===== src/hdl/zero_run_literal_decoder_core_assert.svh =====
// ----------------------------------------------------------------------------
// zero-run literal decoder assertion macros
// shared concurrent checks, clocked on the rising edge, off during reset
// ----------------------------------------------------------------------------
`ifndef ZERO_RUN_LITERAL_DECODER_CORE_ASSERT_SVH
`define ZERO_RUN_LITERAL_DECODER_CORE_ASSERT_SVH

// same-cycle implication
`define ZRLD_ASSERT_SAME(label, clk, rst_n, ante, cons) \
    label: assert property (@(posedge clk) disable iff (!(rst_n)) (ante) |-> (cons)) \
        else $error("zrld check failed");

// next-cycle implication
`define ZRLD_ASSERT_NEXT(label, clk, rst_n, ante, cons) \
    label: assert property (@(posedge clk) disable iff (!(rst_n)) (ante) |=> (cons)) \
        else $error("zrld check failed");

`endif


===== src/hdl/zrld_pkg.sv =====
// ----------------------------------------------------------------------------
// zrld_pkg
// types and constants shared by the zero-run literal decoder modules
// ----------------------------------------------------------------------------
package zrld_pkg;

    // input request
    typedef struct packed {
        logic       action;
        logic [7:0] in_byte;
    } t_in_item;

    // decoded output byte
    typedef struct packed {
        logic [7:0] out_byte;
        logic       zero_fill;
        logic       last;
    } t_out_item;

    // command passed from classifier to emitter
    typedef struct packed {
        logic       is_run;
        logic [7:0] data;
        logic [5:0] run_m1;
    } t_cmd;

    // action codes
    localparam logic ACT_BYTE  = 1'b0;
    localparam logic ACT_DRAIN = 1'b1;

    // top two bits of a control byte
    localparam logic [1:0] CTL_ONE  = 2'b00;
    localparam logic [1:0] CTL_TWO  = 2'b01;
    localparam logic [1:0] CTL_FOUR = 2'b10;
    localparam logic [1:0] CTL_LONG = 2'b11;

    localparam logic [6:0] LIT_ONE  = 7'd1;
    localparam logic [6:0] LIT_TWO  = 7'd2;
    localparam logic [6:0] LIT_FOUR = 7'd4;

    localparam int QUEUE_DEPTH = 4;

endpackage


===== src/hdl/zrld_front.sv =====
// ----------------------------------------------------------------------------
// zrld_front
// accepts stream requests, tracks literal and zero counts, queues commands
// ----------------------------------------------------------------------------
module zrld_front (
    input  logic              i_clk,
    input  logic              i_rst_n,
    input  logic              i_in_valid,
    output logic              o_in_ready,
    input  zrld_pkg::t_in_item i_in_data,
    input  logic              i_q_full,
    output logic              o_q_push,
    output zrld_pkg::t_cmd    o_q_cmd
);

    logic [6:0] r_lit;
    logic [6:0] n_lit;
    logic [6:0] r_zeros;
    logic [6:0] n_zeros;
    logic       accept;
    logic [6:0] run_len;

    assign o_in_ready = !i_q_full;
    assign accept     = i_in_valid && !i_q_full;
    assign run_len    = {1'b0, i_in_data.in_byte[5:0]} + 7'd1;

    always_comb begin
        n_lit          = r_lit;
        n_zeros        = r_zeros;
        o_q_push       = 1'b0;
        o_q_cmd.is_run = 1'b1;
        o_q_cmd.data   = i_in_data.in_byte;
        o_q_cmd.run_m1 = 6'(r_zeros - 7'd1);
        if (accept) begin
            if (i_in_data.action == zrld_pkg::ACT_DRAIN) begin
                // zeros follow the literals of a group, so wait for those
                if (r_lit == 7'd0 && r_zeros != 7'd0) begin
                    o_q_push = 1'b1;
                    n_zeros  = 7'd0;
                end
            end else if (r_lit != 7'd0) begin
                o_q_push       = 1'b1;
                o_q_cmd.is_run = 1'b0;
                n_lit          = r_lit - 7'd1;
            end else begin
                o_q_push = (r_zeros != 7'd0);
                case (i_in_data.in_byte[7:6])
                    zrld_pkg::CTL_LONG: begin
                        n_lit   = run_len;
                        n_zeros = 7'd0;
                    end
                    zrld_pkg::CTL_TWO: begin
                        n_lit   = zrld_pkg::LIT_TWO;
                        n_zeros = run_len;
                    end
                    zrld_pkg::CTL_FOUR: begin
                        n_lit   = zrld_pkg::LIT_FOUR;
                        n_zeros = run_len;
                    end
                    default: begin
                        n_lit   = zrld_pkg::LIT_ONE;
                        n_zeros = run_len;
                    end
                endcase
            end
        end
    end

    always_ff @(posedge i_clk) begin
        if (!i_rst_n) begin
            r_lit   <= 7'd0;
            r_zeros <= 7'd0;
        end else begin
            r_lit   <= n_lit;
            r_zeros <= n_zeros;
        end
    end

endmodule


===== src/hdl/zrld_fifo.sv =====
// ----------------------------------------------------------------------------
// zrld_fifo
// short command queue between the classifier and the emitter
// ----------------------------------------------------------------------------
`include "zero_run_literal_decoder_core_assert.svh"

module zrld_fifo #(
    parameter int DEPTH = zrld_pkg::QUEUE_DEPTH
) (
    input  logic           i_clk,
    input  logic           i_rst_n,
    input  logic           i_push,
    input  zrld_pkg::t_cmd i_cmd,
    output logic           o_full,
    input  logic           i_pop,
    output zrld_pkg::t_cmd o_cmd,
    output logic           o_empty
);

    localparam int AW = (DEPTH > 1) ? $clog2(DEPTH) : 1;
    localparam int CW = $clog2(DEPTH + 1);

    zrld_pkg::t_cmd r_mem [DEPTH];
    logic [AW-1:0]  r_wr;
    logic [AW-1:0]  r_rd;
    logic [CW-1:0]  r_count;

    assign o_full  = (r_count == CW'(DEPTH));
    assign o_empty = (r_count == '0);
    assign o_cmd   = r_mem[r_rd];

    always_ff @(posedge i_clk) begin
        if (i_push) begin
            r_mem[r_wr] <= i_cmd;
        end
    end

    always_ff @(posedge i_clk) begin
        if (!i_rst_n) begin
            r_wr    <= '0;
            r_rd    <= '0;
            r_count <= '0;
        end else begin
            if (i_push) begin
                r_wr <= (r_wr == AW'(DEPTH - 1)) ? '0 : r_wr + AW'(1);
            end
            if (i_pop) begin
                r_rd <= (r_rd == AW'(DEPTH - 1)) ? '0 : r_rd + AW'(1);
            end
            if (i_push && !i_pop) begin
                r_count <= r_count + CW'(1);
            end else if (i_pop && !i_push) begin
                r_count <= r_count - CW'(1);
            end
        end
    end

    `ZRLD_ASSERT_SAME(a_no_push_full, i_clk, i_rst_n, i_push, !o_full)
    `ZRLD_ASSERT_SAME(a_no_pop_empty, i_clk, i_rst_n, i_pop, !o_empty)
    `ZRLD_ASSERT_NEXT(a_push_fills, i_clk, i_rst_n, i_push && !i_pop, !o_empty)

endmodule


===== src/hdl/zrld_back.sv =====
// ----------------------------------------------------------------------------
// zrld_back
// emits queued literal bytes and zero runs one per cycle when not stalled
// ----------------------------------------------------------------------------
`include "zero_run_literal_decoder_core_assert.svh"

module zrld_back (
    input  logic               i_clk,
    input  logic               i_rst_n,
    input  logic               i_q_empty,
    input  zrld_pkg::t_cmd     i_q_cmd,
    output logic               o_q_pop,
    output logic               o_out_valid,
    input  logic               i_out_ready,
    output zrld_pkg::t_out_item o_out_data
);

    typedef enum logic {
        ST_IDLE,
        ST_RUN
    } t_state;

    t_state              r_state;
    t_state              n_state;
    logic                r_out_valid;
    logic                n_out_valid;
    zrld_pkg::t_out_item r_out;
    zrld_pkg::t_out_item n_out;
    logic [5:0]          r_left;
    logic [5:0]          n_left;
    logic                load;

    // output slot free for a new byte next cycle
    assign load    = !r_out_valid || i_out_ready;
    assign o_q_pop = (r_state == ST_IDLE) && load && !i_q_empty;

    always_comb begin
        n_state     = r_state;
        n_out_valid = r_out_valid;
        n_out       = r_out;
        n_left      = r_left;
        case (r_state)
            ST_RUN: begin
                if (load) begin
                    n_out_valid     = 1'b1;
                    n_out.out_byte  = 8'd0;
                    n_out.zero_fill = 1'b1;
                    n_out.last      = (r_left == 6'd1);
                    n_left          = r_left - 6'd1;
                    if (r_left == 6'd1) begin
                        n_state = ST_IDLE;
                    end
                end
            end
            default: begin
                if (o_q_pop) begin
                    n_out_valid = 1'b1;
                    if (i_q_cmd.is_run) begin
                        n_out.out_byte  = 8'd0;
                        n_out.zero_fill = 1'b1;
                        n_out.last      = (i_q_cmd.run_m1 == 6'd0);
                        n_left          = i_q_cmd.run_m1;
                        if (i_q_cmd.run_m1 != 6'd0) begin
                            n_state = ST_RUN;
                        end
                    end else begin
                        n_out.out_byte  = i_q_cmd.data;
                        n_out.zero_fill = 1'b0;
                        n_out.last      = 1'b1;
                    end
                end else if (i_out_ready) begin
                    n_out_valid = 1'b0;
                end
            end
        endcase
    end

    always_ff @(posedge i_clk) begin
        if (!i_rst_n) begin
            r_state     <= ST_IDLE;
            r_out_valid <= 1'b0;
        end else begin
            r_state     <= n_state;
            r_out_valid <= n_out_valid;
        end
        r_out  <= n_out;
        r_left <= n_left;
    end

    assign o_out_valid = r_out_valid;
    assign o_out_data  = r_out;

    `ZRLD_ASSERT_SAME(a_run_has_output, i_clk, i_rst_n, r_state == ST_RUN, r_out_valid)
    `ZRLD_ASSERT_SAME(a_fill_is_zero, i_clk, i_rst_n, r_out_valid && r_out.zero_fill,
        r_out.out_byte == 8'd0)
    `ZRLD_ASSERT_SAME(a_literal_last, i_clk, i_rst_n, r_out_valid && !r_out.zero_fill,
        r_out.last)

endmodule


===== src/hdl/zero_run_literal_decoder_core.sv =====
// ----------------------------------------------------------------------------
// zero_run_literal_decoder_core
// decodes control, literal and zero-run bytes into a plain byte stream
// ----------------------------------------------------------------------------
// input channel: i_in_valid / o_in_ready carry a request holding an action
// and a stream byte; action zero consumes the byte, action one drains the
// zero run still owed by the current group.
// output channel: o_out_valid / i_out_ready carry one decoded byte with a
// zero-fill flag and a last flag marking the final byte of its request.
// a request that produces bytes has its command written into the command
// queue, then popped by the emitter into the output register; requests are
// taken one per cycle while the four-entry command queue has room.
// a zero run of n bytes (1 to 64) occupies the emitter, one byte per cycle
// while the receiver is ready, and requests back up once the queue fills
// behind it. a stalled receiver holds the output register; the queue then
// fills and o_in_ready drops.
// reset clears the pending counts, the queue and the output valid flag; no
// clearing pass follows, the block is ready in the first cycle after reset.
// ----------------------------------------------------------------------------
module zero_run_literal_decoder_core #(
    parameter int QUEUE_DEPTH = zrld_pkg::QUEUE_DEPTH
) (
    input  logic                i_clk,
    input  logic                i_rst_n,
    input  logic                i_in_valid,
    output logic                o_in_ready,
    input  zrld_pkg::t_in_item  i_in_data,
    output logic                o_out_valid,
    input  logic                i_out_ready,
    output zrld_pkg::t_out_item o_out_data
);

    logic           q_push;
    logic           q_full;
    logic           q_pop;
    logic           q_empty;
    zrld_pkg::t_cmd q_wr_cmd;
    zrld_pkg::t_cmd q_rd_cmd;

    zrld_front u_front (
        .i_clk      (i_clk),
        .i_rst_n    (i_rst_n),
        .i_in_valid (i_in_valid),
        .o_in_ready (o_in_ready),
        .i_in_data  (i_in_data),
        .i_q_full   (q_full),
        .o_q_push   (q_push),
        .o_q_cmd    (q_wr_cmd)
    );

    zrld_fifo #(
        .DEPTH (QUEUE_DEPTH)
    ) u_fifo (
        .i_clk   (i_clk),
        .i_rst_n (i_rst_n),
        .i_push  (q_push),
        .i_cmd   (q_wr_cmd),
        .o_full  (q_full),
        .i_pop   (q_pop),
        .o_cmd   (q_rd_cmd),
        .o_empty (q_empty)
    );

    zrld_back u_back (
        .i_clk       (i_clk),
        .i_rst_n     (i_rst_n),
        .i_q_empty   (q_empty),
        .i_q_cmd     (q_rd_cmd),
        .o_q_pop     (q_pop),
        .o_out_valid (o_out_valid),
        .i_out_ready (i_out_ready),
        .o_out_data  (o_out_data)
    );

endmodule


===== config.mk =====
export PLATFORM = sky130hd
export DESIGN_NAME = zero_run_literal_decoder_core
export DESIGN_NICKNAME = d
export VERILOG_FILES = /design/src/hdl/zrld_pkg.sv /design/src/hdl/zrld_front.sv /design/src/hdl/zrld_fifo.sv /design/src/hdl/zrld_back.sv /design/src/hdl/zero_run_literal_decoder_core.sv
export VERILOG_INCLUDE_DIRS = /design/src /design/src/hdl
export SDC_FILE = /design/constraint.sdc
export NUM_CORES = 1
export LEC_CHECK = 0
export ABC_AREA = 1
export BUFFER_PORTS_ARGS = -buffer_cell sky130_fd_sc_hd__buf_4
export CAP_MARGIN = 20
export CORE_ASPECT_RATIO = 1.25
export CORE_UTILIZATION = 53
export DETAILED_ROUTE_END_ITERATION = 8
export PLACE_DENSITY_LB_ADDON = 0.08
export SLEW_MARGIN = 20
export SYNTH_ARGS = -nofsm -noshare
export SYNTH_HDL_FRONTEND = slang
export SYNTH_SLANG_ARGS = --single-unit

===== constraint.sdc =====
create_clock -name i_clk -period 2.1 [get_ports i_clk]
set_clock_uncertainty 0.05 [all_clocks]
set_input_delay 0.315 -clock i_clk [delete_from_list [all_inputs] [get_ports i_clk]]
set_output_delay 0.315 -clock i_clk [all_outputs]
set_load 0.02 [all_outputs]

==> run summary, run 1 <==
The biggest area contributor in the post-synthesis netlist is sky130_fd_sc_hd__edfxtp_1. The run finished, with violations left. The final-report max-slew violation count came to 0. In the routed design, unresolved DRC markers number 3. The required time of the worst setup path came out at 2.31 ns. The first-pass iteration count of the detailed router came out at 8.

The kind of launch point of the worst setup path is a register. The number of instances in the synthesized netlist came out at roughly 460. The area of the core region is 0.00829 mm2. The detail route stage leaves a number of antenna-violating nets equal to 0. The net count of the mapped netlist is 484. The path class of the tightest hold or removal check is in2reg. The final layout contains routed wiring with a total length of roughly 9200 um. The post-detailed-placement half-perimeter wirelength is between 6000 and 7000 um. The critical path is of the reg2reg type.

The setup check on the worst reg-to-reg path leaves a slack of about 0.0073 ns. The instance area at placement came out at 0.00503 mm2. Routability-driven placement finished with a final weighted congestion of 0.853. The number of standard-cell rows in the floorplan came out at 37. The worst setup path is captured at a register.

The checks that failed: design-rule violations. The power per cell area came out at 1230 mW/mm2. The H-tree depth is 3. The routed via count divided by cell count is 5.30.

The portion of synthesized cell area occupied by the leading cell type is 50.3%. The number of diodes added for antenna fixing came out at 0. Before CTS, the worst setup slack after placement is -0.0943 ns. The total routing usage reported by global routing came out at between 20% and 30%.

Global routing finished with a remaining overflow of 0. The maximum ir drop on the vdd rail is 0.670 mV. The number of nets in the layout is 539. The count of flip-flops with a built-in enable after synthesis is 76. The leading cell type by number of instances after synthesis is sky130_fd_sc_hd__edfxtp_1.

In this run the deepest clock path goes through 2 buffers. The signal arrival time at the worst endpoint came out at around 2.3 ns. After synthesis, the most frequently instantiated cells are sky130_fd_sc_hd__edfxtp_1, sky130_fd_sc_hd__nand2_1, sky130_fd_sc_hd__nor2_1, sky130_fd_sc_hd__o21ai_0, sky130_fd_sc_hd__inv_1. The first routing iteration left 202 violations. The first global-routing pass estimated 14900 um of wire. The cell at the slowest stage of the critical path is sky130_fd_sc_hd__fa_2.

The number of filler cells placed in the layout is 705. The via count of the first global-routing pass came to 3214. The share of the Yosys chip area taken by registers is 61.3%. The post-route setup TNS is 0 ns.

Synthesis inferred 101 register bits. Clock latency on the worst-skew pair, taken at its later pin, is 0.37 ns. In this run the clock root is driven by a sky130_fd_sc_hd__clkbuf_8. The completed layout was analyzed and its total power is 6.65 mW. The highest clock frequency the design can meet is 0.478 GHz.

The final critical-path setup slack is 0.00726 ns. The clock slew seen by the registers of the worst setup and hold paths came out at about 0.1 ns. In the synthesized netlist the dominant register cell turns out to be sky130_fd_sc_hd__edfxtp_1.

Setup repair after global routing could not meet its margin everywhere. The die is 105 um tall. The leakage dissipation came out at ~2.2 nW. The number of buffers added by the clock tree synthesis step is 9. The slew of the pin with the lowest slew margin is 0.429 ns. CTS saw about 100 sinks. After synthesis the cells add up to 0.00454 mm2. The number of distinct library cells after synthesis is 32. The highest net fanout along the worst path came out at 4. Dividing the final minimum period by the clock period gives 99.7%. The post-layout instance area came out at 0.00539 mm2. The most prevalent standard cell on the critical path is sky130_fd_sc_hd__nand2_2. By area the synthesized netlist is led by sky130_fd_sc_hd__edfxtp_1, sky130_fd_sc_hd__dfxtp_1, sky130_fd_sc_hd__nand2_1.

In this run the mean area of a mapped cell was 9.96 um2. The maximum single-stage delay on the critical path came out at approximately 0.35 ns. The count of buffers from port buffering came out at 24.

The CTS tree is yes. The starting utilization of the core area is 54.8%. The total of max-cap violations is 0. The die covers 0.00894 mm2.

The final route contains ~3200 vias. The final-report setup violation count is 0. The clock period could shrink to 2.09 ns. The ratio of cells with drive above 1 in the final layout is 20.3%. The floorplan die width came out at 84.8 um.

After synthesis, the share of flip-flops with an asynchronous set or reset is 0%. The hold buffer count at CTS is 0. The layout-stage area growth over the synthesis result is 18.8%. The maximum number of pins on one net before global-route repair came out at 25. The number of antenna violations at the first check in global routing is 0.

The number of top-level pins came out at 25. The count of final hold-check violations came to 0. The yosys synthesis warning count is 0. Traced cell by cell, the critical path runs through nor2_2 -> nand2_2 -> nor2_4 -> nand3_2 -> inv_2 -> nand2_2 -> nand2_2 -> ha_4 -> inv_2 -> fa_2 -> a21oi_2 -> o21ai_2 -> o21ai_1 -> a21oi_1. The worst max-slew margin expressed relative to the limit came out at 71.4%. The routed wirelength normalized by instance count came out at 15.1 um.
[report_power, final]
group,leakage [nW],total [mW],internal [mW],switching [mW]
Clock,0.105,1.32,0.664,0.661
Combinational,1.17,2.47,0.937,1.53
Sequential,0.885,2.85,2.68,0.177
[layout make-up]
cell class	instances	area [um2]	share of cell area, %
multi-input cells	296	1590	29.5
inverters	47	179	3.32
flip-flops and latches	101	2790	51.7
clock buffers	9	124	2.30
clock inverters	7	90.1	1.67
well taps	97	121	2.25
repair buffers	56	500	9.28
[final timing paths]
path / depth (start not counted) / to / from
worst max register to register: 14 / u_fifo.r_count[2] / u_front.r_lit[5]
worst min register to register: 2 / u_front.r_zeros[6] / u_front.r_zeros[6]
worst max-delay path: 14 / u_fifo.r_count[2] / u_front.r_lit[5]
worst min-delay path: 1 / u_fifo.r_mem[1][7] / i_in_data[1]
[repair_timing]
action	4_1_cts	5_1_grt
gates cloned	0	1
setup buffers	7	2
pin swaps	8	11
setup endpoints to repair	1	62
resized for setup	12	10
[sequential cells by signal, summed over array words and instances, names as in the netlist, named ones only]
register / count
u_back.o_out_valid: 1
u_front.r_lit: 7
u_back.r_state: 1
u_front.r_zeros: 7
u_back.r_left: 6
u_back.o_out_data: 10
u_fifo.r_mem: 60
u_fifo.r_rd: 2
u_fifo.r_wr: 2
u_fifo.r_count: 3
[placed cells by master, fill, tap and decap left out, drive strengths merged, types with 8 or more instances in the layout]
cell type	instances
clkbuf	10
dfxtp	25
nor2	77
nand2	76
xor2	8
inv	46
a21oi	28
o21ai	47
buf	55
ha	14
nand3	24
edfxtp	76
[logic make-up after synthesis]
kind of cell,count (synthesis),synth area share (%)
AOI/OAI and AO/OA,81,9.40
and+or+nand+nor,189,17.6
DFF,101,61.3
adders and majority gates,15,4.30
buffers and inverters,59,5.26
xor gates and xnor gates,11,2.12
[critical path, delay by kind of cell, from the launching register on]
kind	cells	cell delay, ns
adders and majority gates	2	0.48
and+or+nand+nor	6	0.60
buffers and inverters	2	0.10
DFF	1	0.34
AOI/OAI and AO/OA	4	0.42
[per-stage QoR]
| step | cells | util [%] | hold WS [ns] |
|---|---|---|---|
| after floorplan | 456 | - | 0.364 |
| after global placement | 588 | 60.7 | 0.402 |
| after detailed placement | 588 | 60.7 | 0.408 |
| after CTS | 611 | 64.3 | 0.115 |
| after global routing | 613 | 65.1 | 0.120 |
| final | 613 | 65.1 | 0.123 |
[routing by layer]
metal / up-vias / share of wire, % / track usage [%]
met5: - / 0 / 0
met4: 0 / 1.8 / 10.3
met3: 12 / 2.7 / 3.52
met2: 54 / 53 / 39.5
met1: 1535 / 43 / 25.7
li1: 1645 / - / -
No activity file was read; power rests on OpenSTA's default activity.
==> inputs of run 2 (changes only) <==
--- a/config.mk
+++ b/config.mk
@@ -9,7 +9,6 @@
 export ABC_AREA = 1
 export BUFFER_PORTS_ARGS = -buffer_cell sky130_fd_sc_hd__buf_4
 export CAP_MARGIN = 20
-export CORE_ASPECT_RATIO = 1.25
 export CORE_UTILIZATION = 53
 export DETAILED_ROUTE_END_ITERATION = 8
 export PLACE_DENSITY_LB_ADDON = 0.08
==> run 2 against run 1 <==
Against the previous run:
- the run ends with negative setup slack left
- register-to-register slack barely moved
- sequential cell count unchanged
- critical path depth unchanged
- cell count increased by 0.16%
- critical endpoint unchanged
- highest routed layer unchanged
==> run summary, run 2 (synthesis gave the netlist of run 1 again) <==
The run finished, with violations left. The final reports fail on negative setup slack. The remaining antenna violation count is 0 (unchanged).

The global-route wire length before repair is 14600 um (-2.3%). The total power came to 6.48 mW (-2.6%). The power per cell area is 1220 mW/mm2 (-0.79%).

The total congestion overflow is 0 (unchanged). The number of top-level pins came out at 25 (unchanged). The worst register-to-register path begins at u_front.r_lit[5]. The placement-stage worst setup slack is -0.0597 ns (+0.0346 ns). The maximum ir drop on the vdd rail is 0.655 mV (-2.2%). The count of clock tree sinks came out at 101 (unchanged).

The final-report setup violation count came out at 1 (+1). The area of the core region is 0.00826 mm2 (-0.35%). The share of the clock period used by the worst path came out at 100% (+0.39 points).

The overall routed net length is 8920 um (-3.5%). The total routing usage reported by global routing was 22.0% (-0.046 points). The startpoint identified for the worst hold timing path is i_in_data[4].

The required time of the worst setup path is 2.32 ns (about the same). The total of max-cap violations is 0 (unchanged). The via count of the first global-routing pass came out at 2959 (-7.9%). The worst hold margin came out at 0.134 ns (+0.0107 ns). The tightest min-delay check is of the in2reg type. The slew of the pin with the lowest slew margin is 0.553 ns (+0.124 ns). The starting utilization of the core area is 55.0% (+0.19 points).

The post-detailed-placement half-perimeter wirelength is 5940 um (-6.0%). Ranked by flip-flop count, first place goes to u_fifo.r_mem. The signal arrival time at the worst endpoint is 2.32 ns (+0.02 ns). The global placement routability congestion came to 0.837 (-1.9%). The time the final worst path needs with I/O delays and setup came to 2.10 ns (+0.00812 ns). The post-route setup TNS came out at -0.000859 ns (-0.000859 ns). The floorplan die width is 94.6 um (+12%). The slack of the worst reg-to-reg path came out at -0.0009 ns (about the same). The maximum number of pins on one net before global-route repair was 31 (+24%). The clock insertion delay at the later pin of the skew report came out at 0.36 ns (about the same).

The worst setup path is captured at a register. The die footprint is 0.00894 mm2 (about the same). The routed wirelength normalized by instance count came out at 14.5 um (-3.7%). The share of the core filled with cells in the final layout came to 64.1% (-0.95 points). The highest clock frequency the design can meet is 0.476 GHz (-0.39%). The DRC violations left came out at 0 (-3). Setup repair after global routing could not meet its margin everywhere.

The die outline height is 94.6 um (-10%). The routed via count divided by cell count came to 5.17 (-2.4%). The flip-flop count of the largest register after layout is 60 (unchanged).

The final-report max-slew violation count came to 0 (unchanged). The number of buffers added by the clock tree synthesis step is 9 (unchanged). The layout-stage area growth over the synthesis result came out at 16.6%.

The largest buffer count on any clock path is 2 (unchanged). The critical path is of the reg2reg type. The number of nets in the layout is 532 (-1.3%). The path depth of the worst reg2reg path is 14 (unchanged). In this run the critical register-to-register path is captured at u_fifo.r_count[2]. The kind of launch point of the worst setup path is a register. The commonest non-fill, non-tap cell in the layout is sky130_fd_sc_hd__edfxtp_1.

The destination of the worst hold path is u_fifo.r_mem[3][10]. The first-pass iteration count of the detailed router is 4 (-4). The total vias in the final route came out at 3174 (-2.2%).

The final critical-path setup slack is -0.000859 ns (-0.00812 ns). In the layout the commonest cells are sky130_fd_sc_hd__edfxtp_1, sky130_fd_sc_hd__nor2_1, sky130_fd_sc_hd__nand2_1. The leakage dissipation came out at 2.11 nW (-2.1%). The detailed router's first-iteration violation count came out at 160 (-21%).

The worst max-slew margin expressed relative to the limit came out at 63.1% (-8.3 points). The count of final hold-check violations is 0 (unchanged). The highest net fanout along the worst path is 4 (unchanged). The number of standard-cell rows in the floorplan came to 33 (-11%). The clock slew seen by the registers of the worst setup and hold paths came to 0.11 ns (about the same). The hold buffer count at CTS is 0 (unchanged).

The number of filler cells placed in the layout came out at 683 (-3.1%). The ratio of cells with drive above 1 in the final layout is 18.9% (-1.5 points). The H-tree depth is 3 (unchanged).

The number of antenna violations at the first check in global routing is 0 (unchanged). The depth of the worst hold-timing path came out at 1 (unchanged). The count of buffers from port buffering came out at 24 (unchanged). The number of diodes added for antenna fixing came out at 0 (unchanged). In this run the clock root is driven by a sky130_fd_sc_hd__clkbuf_8. TritonCTS built the clock tree.
==> run 2: timing repair <==
item,4_1_cts,5_1_grt
pin swaps,3,11
setup endpoints to repair,1,2
resized for setup,6,16
setup buffers,2,3
==> run 2: how the worst max path moves through the flow <==
| stage | start | to | slack (ns) | cells after the start |
|---|---|---|---|---|
| 2_1_floorplan | u_front.r_lit[0] | u_fifo.r_mem[0][0] | -0.07 | 10 |
| 3_3_place_gp | u_front.r_lit[1] | u_fifo.r_count[2] | 0.04 | 15 |
| 3_5_place_dp | u_front.r_lit[1] | u_fifo.r_count[2] | -0.06 | 15 |
| 4_1_cts | u_front.r_lit[1] | u_fifo.r_count[2] | 0.003 | 15 |
| 5_1_grt | u_front.r_lit[5] | u_fifo.r_count[2] | -0.10 | 14 |
| 6_report | u_front.r_lit[5] | u_fifo.r_count[2] | -0.0009 | 14 |
==> run 2: stage by stage <==
stage / cells / area, um2
2_1_floorplan: 456 / 4550
3_3_place_gp: 593 / 5000
3_5_place_dp: 593 / 5000
4_1_cts: 611 / 5230
5_1_grt: 614 / 5300
6_report: 614 / 5300
==> run 2: final cells by class <==
class                   instances  area, um2  share of cell area [%]
clock buffers                   9        124                    2.34
clock inverters                 7       65.1                    1.23
inverters                      47        179                    3.38
multi-input cells             296       1590                    30.0
flip-flops and latches        101       2790                    52.7
well taps                     105        131                    2.48
repair buffers                 49        418                    7.89
==> run 2: where the power goes <==
group / internal, mW / leakage [nW] / switching [mW]
combinational: 0.900 / 1.14 / 1.54
sequential: 2.68 / 0.885 / 0.176
clock: 0.460 / 0.0943 / 0.721
total: 4.04 / 2.11 / 2.44
==> run 2: critical path, stage by stage, from the launching register on <==
cell and delay (ns):
sky130_fd_sc_hd__dfxtp_1 0.35, sky130_fd_sc_hd__nor2_2 0.14, sky130_fd_sc_hd__nand2_2 0.08, sky130_fd_sc_hd__nor2_4 0.13, sky130_fd_sc_hd__nand3_2 0.09, sky130_fd_sc_hd__inv_2 0.07, sky130_fd_sc_hd__nand2_4 0.05, sky130_fd_sc_hd__nand2_4 0.08
sky130_fd_sc_hd__ha_4 0.13, sky130_fd_sc_hd__inv_4 0.03, sky130_fd_sc_hd__fa_2 0.39, sky130_fd_sc_hd__a21oi_2 0.16, sky130_fd_sc_hd__o21ai_2 0.07, sky130_fd_sc_hd__o21ai_1 0.13, sky130_fd_sc_hd__a21oi_1 0.05
==> run 2: routing by layer <==
metal | track usage [%] | wire, um
met1 | 30.3 | 4340
met2 | 35.6 | 4130
met3 | 4.03 | 334
met4 | 6.57 | 109
met5 | 0 | 0
